## config.mk

```make
export PLATFORM = sky130hd
export DESIGN_NAME = e2q_cordic
export DESIGN_NICKNAME = d
export VERILOG_FILES = /design/src/e2q_pkg.sv /design/src/e2q_cordic.sv
export SDC_FILE = /design/constraint.sdc
export NUM_CORES = 2
export LEC_CHECK = 0
export BUFFER_PORTS_ARGS = -buffer_cell sky130_fd_sc_hd__buf_2
export CAP_MARGIN = 25
export CORE_MARGIN = 2
export CORE_UTILIZATION = 50
export DETAILED_ROUTE_END_ITERATION = 12
export HOLD_SLACK_MARGIN = 0.05
export PLACE_DENSITY = 0.73
export SLEW_MARGIN = 20
export SYNTH_ARGS = -nofsm -noshare
export SYNTH_HDL_FRONTEND = slang
export SYNTH_SLANG_ARGS = --single-unit
```

## constraint.sdc

```tcl
create_clock -name i_clk -period 12 [get_ports i_clk]
set_input_delay 0.6 -clock i_clk [delete_from_list [all_inputs] [get_ports i_clk]]
set_output_delay 0.6 -clock i_clk [all_outputs]
set_load 0.02 [all_outputs]
```

## src/e2q_pkg.sv

```systemverilog
// ----------------------------------------------------------------------------
// e2q_pkg: shared types and constants for the euler to quaternion block
// widths, cordic arctangent table and order sign patterns
// ----------------------------------------------------------------------------
package e2q_pkg;

    localparam int CORDIC_STEPS = 20;
    localparam int ZW = 28;   // angle accumulator, q.24 in [-8,8)
    localparam int XW = 28;   // cordic x/y, q.24

    localparam logic signed [ZW-1:0] PI_Q24      = 28'sd52707179;
    localparam logic signed [ZW-1:0] HALF_PI_Q24 = 28'sd26353589;
    localparam logic signed [XW-1:0] GAIN_Q24    = 28'sd10188014;
    localparam logic signed [17:0]   Q16_ONE     = 18'sd65536;
    localparam logic signed [15:0]   Q14_MAX     = 16'sd16384;

    typedef enum logic [2:0] {
        ORD_XYZ = 3'd0,
        ORD_YXZ = 3'd1,
        ORD_ZXY = 3'd2,
        ORD_ZYX = 3'd3,
        ORD_YZX = 3'd4,
        ORD_XZY = 3'd5
    } t_order;

    typedef logic signed [15:0] t_q14;
    typedef logic signed [17:0] t_q16;

    typedef struct packed {
        t_q16 s;
        t_q16 c;
    } t_sincos;

    function automatic logic signed [ZW-1:0] atan_q24(input int i);
        logic signed [ZW-1:0] r;
        case (i)
            0:  r = 28'sd13176795;
            1:  r = 28'sd7778716;
            2:  r = 28'sd4110060;
            3:  r = 28'sd2086331;
            4:  r = 28'sd1047214;
            5:  r = 28'sd524117;
            6:  r = 28'sd262123;
            7:  r = 28'sd131069;
            default: r = ZW'(28'sd65536 >>> (i - 8));
        endcase
        return r;
    endfunction

    // minus flags for x, y, z, w; unused codes give zero output elsewhere
    function automatic logic [3:0] minus_pattern(input logic [2:0] ord);
        logic [3:0] m;
        unique case (ord)
            ORD_XYZ: m = 4'b0101;
            ORD_YXZ: m = 4'b0110;
            ORD_ZXY: m = 4'b1001;
            ORD_ZYX: m = 4'b1010;
            ORD_YZX: m = 4'b0011;
            ORD_XZY: m = 4'b1100;
            default: m = 4'b0000;
        endcase
        return m;
    endfunction

endpackage

```

## src/e2q_cordic.sv

```systemverilog
// ----------------------------------------------------------------------------
// e2q_cordic: pipelined half-angle sine/cosine
// fold stage, one register per cordic iteration, q.16 rounding stage
// ----------------------------------------------------------------------------
module e2q_cordic (
    input  logic                  i_clk,
    input  logic                  i_en,
    input  logic signed [15:0]    i_angle,
    output e2q_pkg::t_sincos      o_sc
);
    import e2q_pkg::*;

    logic signed [XW-1:0] r_x [CORDIC_STEPS+1];
    logic signed [XW-1:0] r_y [CORDIC_STEPS+1];
    logic signed [ZW-1:0] r_z [CORDIC_STEPS+1];
    logic                 r_flip [CORDIC_STEPS+1];
    logic signed [ZW-1:0] n_t;
    logic                 n_flip;
    logic signed [ZW-1:0] t0;
    t_sincos              r_out;

    function automatic t_q16 to_q16(input logic signed [XW-1:0] v, input logic f);
        logic signed [XW:0] a;
        logic signed [XW:0] r;
        a = f ? -(XW+1)'(v) : (XW+1)'(v);
        r = (a + (XW+1)'(128)) >>> 8;
        if (r > (XW+1)'(Q16_ONE))       r = (XW+1)'(Q16_ONE);
        else if (r < -(XW+1)'(Q16_ONE)) r = -(XW+1)'(Q16_ONE);
        return r[17:0];
    endfunction

    // quadrant folding into [-pi/2, pi/2]
    always_comb begin
        t0 = ZW'(i_angle) <<< 11;
        n_t = t0;
        n_flip = 1'b0;
        if (t0 > HALF_PI_Q24) begin
            n_t = t0 - PI_Q24;
            n_flip = 1'b1;
        end else if (t0 < -HALF_PI_Q24) begin
            n_t = t0 + PI_Q24;
            n_flip = 1'b1;
        end
    end

    always_ff @(posedge i_clk) begin
        if (i_en) begin
            r_x[0] <= GAIN_Q24;
            r_y[0] <= '0;
            r_z[0] <= n_t;
            r_flip[0] <= n_flip;
        end
    end

    for (genvar i = 0; i < CORDIC_STEPS; i++) begin : g_iter
        always_ff @(posedge i_clk) begin
            if (i_en) begin
                if (!r_z[i][ZW-1]) begin
                    r_x[i+1] <= r_x[i] - (r_y[i] >>> i);
                    r_y[i+1] <= r_y[i] + (r_x[i] >>> i);
                    r_z[i+1] <= r_z[i] - atan_q24(i);
                end else begin
                    r_x[i+1] <= r_x[i] + (r_y[i] >>> i);
                    r_y[i+1] <= r_y[i] - (r_x[i] >>> i);
                    r_z[i+1] <= r_z[i] + atan_q24(i);
                end
                r_flip[i+1] <= r_flip[i];
            end
        end
    end

    always_ff @(posedge i_clk) begin
        if (i_en) begin
            r_out.c <= to_q16(r_x[CORDIC_STEPS], r_flip[CORDIC_STEPS]);
            r_out.s <= to_q16(r_y[CORDIC_STEPS], r_flip[CORDIC_STEPS]);
        end
    end

    assign o_sc = r_out;
endmodule

```

==> qor.yml <==
outcome:
  outcome: "finished clean"
placed_design:
  portBuffers: 53
  dp_cells: 16008
  dpl.hpwl_um: 219000
  routabilityCongestion: 0.912
  dp_slack_ns: 5.19
clock_network:
  clkSinkCount: 1559
  clk_pin_slew_worst_paths_ns: 0.06
  cts_buffer_depth: 3
  cts_root_buffer: "clkbuf_16"
  clock_latency_ns: 0.85
  cts_tree: "done"
  cts_setup_buffers: 0
  h-tree-depth: 4
  hold_buffers: 0
  numCtsBuffers: 179
  cts_resized: 0
sta:
  setup_slack_ns: 6.06
  setup_viol: 0
  setup_tns_ns: 0
  tightest_slew_ns: 1.01
  period_minus_slack_ns: 5.94
  worst_hold_slack_ns: 0.115
  slew_headroom_pct: 32.4
  fin_crit_sh_pct: 49.5
  hold_violations: 0
  slew_viol_final: 0
  clock.fmax_ghz: 0.168
  clock_skew_ns: 0.0634
  rsz0062_at_grt: "false"
layout:
  final_cells: 16338
  nets: 14333
  area_delta_synth_final_pct: 7.99
  layout_common_cells: "edfxtp_1, ha_1, xnor2_1, a21oi_1, nor2_1"
  fill_cells: 21932
  final_common_cell: "edfxtp_1"
  drive_gt1_share_pct: 4.54
hold_path:
  hold_path_startpoint: "i_angle[1]"
  min_path_type: "input port to flip-flop"
  min_path_cells: 3
  hold_end: "r_z[0][12]$_DFFE_PP_"
floorplan:
  die_h_um: 504
  initial_utilization_pct: 50.3
  rows: 183
  die-area_mm2: 0.254
  io_pins: 54
  core_area_mm2: 0.249
  fp.dieW_um: 504
yosys:
  synth_edf_count: 1559
  ys_seq_area_share_pct: 37.4
  yosysUniqueCellTypes: 99
  synth_area_mm2: 0.125
  synthFlopType: "edfxtp_1"
  syn_nets: 14266
  synth-seq-cells: 1559
  netlist_instances: 12796
  ys_async_sr_fraction_pct: 0
  yosysWarnings: 0
  postSynthAreaPerCell_um2: 9.77
drt:
  drtAntennaViolNets: 0
  vias: 95622
  post-route-drc-count: 0
  wl_per_cell_um: 17.4
  first_pass_iters: 6
  viasPerCell: 5.85
  finalWirelength_um: 285000
  drt_iter0_markers: 7006
global_route:
  grt.total_usage_pct: 21.8
  grt-ovfl-total: 0
  grt_pass1_wl_um: 464000
  grt_max_degree: 178
  grt_pass1_vias: 90044
  antenna_found_initial: 3
critical_path:
  r2r-start: "r_z[0][195]$_DFFE_PP_"
  reg2reg_slack_ns: 6.34
  crit_path_start_kind: "input port"
  worstPathArrival_ns: 6.53
  crit_type: "input port to flip-flop"
  path_max_fanout: 122
  reg2regPathDepth: 18
  r2r_end: "r_x[0][222]$_DFFE_PP_"
  crit_required_ns: 12.60
  endpoint_kind: "flip-flop"
job:
  cap_viol_max_count: 0
through the flow:
stage	utilization, %	cell area [µm²]
global placement	51.9	129000
finish	54.3	135000
detailed placement	51.9	129000
global route	54.3	135000
CTS	54.3	135000
floorplan	-	125000
critical path, cell delays in order:
cell	delay, ns
buf_12	0.34
buf_4	0.70
buf_4	0.81
nand2_1	0.10
buf_4	0.27
inv_1	0.63
ha_1	0.39
and2_1	0.21
a221oi_1	0.39
nor2b_1	0.09
a211oi_1	0.30
a31oi_1	0.19
a311oi_1	0.40
nor3_1	0.13
or3_1	0.36
a21oi_1	0.18
xnor2_1	0.08
layout make-up:
cell class	instances	area, µm²	area share [%]
Inverter	534	2000	1.48
Tap cell	3330	4170	3.08
Clock buffer	203	4590	3.40
Antenna cell	4	10.0	0.00741
Multi-Input combinational cell	10468	75200	55.7
Clock inverter	119	1430	1.06
Timing Repair Buffer	121	818	0.606
Sequential cell	1559	46800	34.7
kinds of logic (layout without fill, tap and decap cells):
| group | count (synthesis) | after routing | share of synthesized area, % |
|---|---|---|---|
| and+or+nand+nor | 3610 | 3610 | 13.9 |
| DFF | 1559 | 1559 | 37.4 |
| buffers and inverters | 769 | 977 | 2.42 |
| xor gates and xnor gates | 1780 | 1780 | 12.5 |
| muxes | 104 | 104 | 0.884 |
| other | 0 | 4 | 0 |
| adders and majority gates | 1452 | 1452 | 14.9 |
| AOI/OAI and AO/OA | 3522 | 3522 | 18.1 |
worst max path at each step:
stage          slack (ns)  start  depth (start not counted)                    end
2_1_floorplan        6.80   i_en                         16  r_z[0][222]$_DFFE_PP_
3_3_place_gp         5.26   i_en                         17   r_z[0][83]$_DFFE_PP_
3_5_place_dp         5.19   i_en                         17   r_z[0][83]$_DFFE_PP_
4_1_cts              6.08   i_en                         18   r_x[2][54]$_DFFE_PP_
5_1_grt              5.40   i_en                         16   r_y[4][54]$_DFFE_PP_
6_report             6.06   i_en                         17   r_z[0][83]$_DFFE_PP_
cells in the mapped netlist, types with 52 or more instances:
cell,count,area (µm²)
nor4_1,84,526
clkbuf_1,189,709
nand3_1,267,1340
nor3_1,446,2230
a21o_1,379,2850
a21oi_1,1128,5650
xor2_1,547,4790
o21a_1,203,1520
nand2b_1,162,1010
o21ai_0,665,3330
inv_1,525,1970
or3_1,126,788
a31oi_1,132,826
o211ai_1,76,571
nor2_1,1074,4030
edfxtp_1,1559,46800
mux2i_1,52,521
fa_1,55,1100
ha_1,1397,17500
nand4_1,57,357
nor2b_1,172,1080
and2_1,83,519
xnor2_1,1233,10800
mux2_2,52,586
o31ai_1,160,1200
or2_2,64,400
a211oi_1,100,751
and3_1,126,788
o21bai_1,141,1060
o41ai_1,72,631
nand2_1,775,2910
layer usage:
metal | vias to the layer above | part of all wire (%) | global-route usage, %
met4 | 0 | 2.7 | 6.13
met3 | 464 | 4.7 | 2.52
li1 | 47811 | - | -
met5 | - | 0 | 0
met2 | 2242 | 48 | 37.8
met1 | 45105 | 45 | 28.6
sequential cells by signal, indices dropped and copies added (netlist names):
name	cells
r_z	459
r_y	532
r_flip	20
o_sc	36
r_x	512
Power is not shown: default switching activity piles up to over one toggle a cycle in this logic, so the estimate is an artifact.
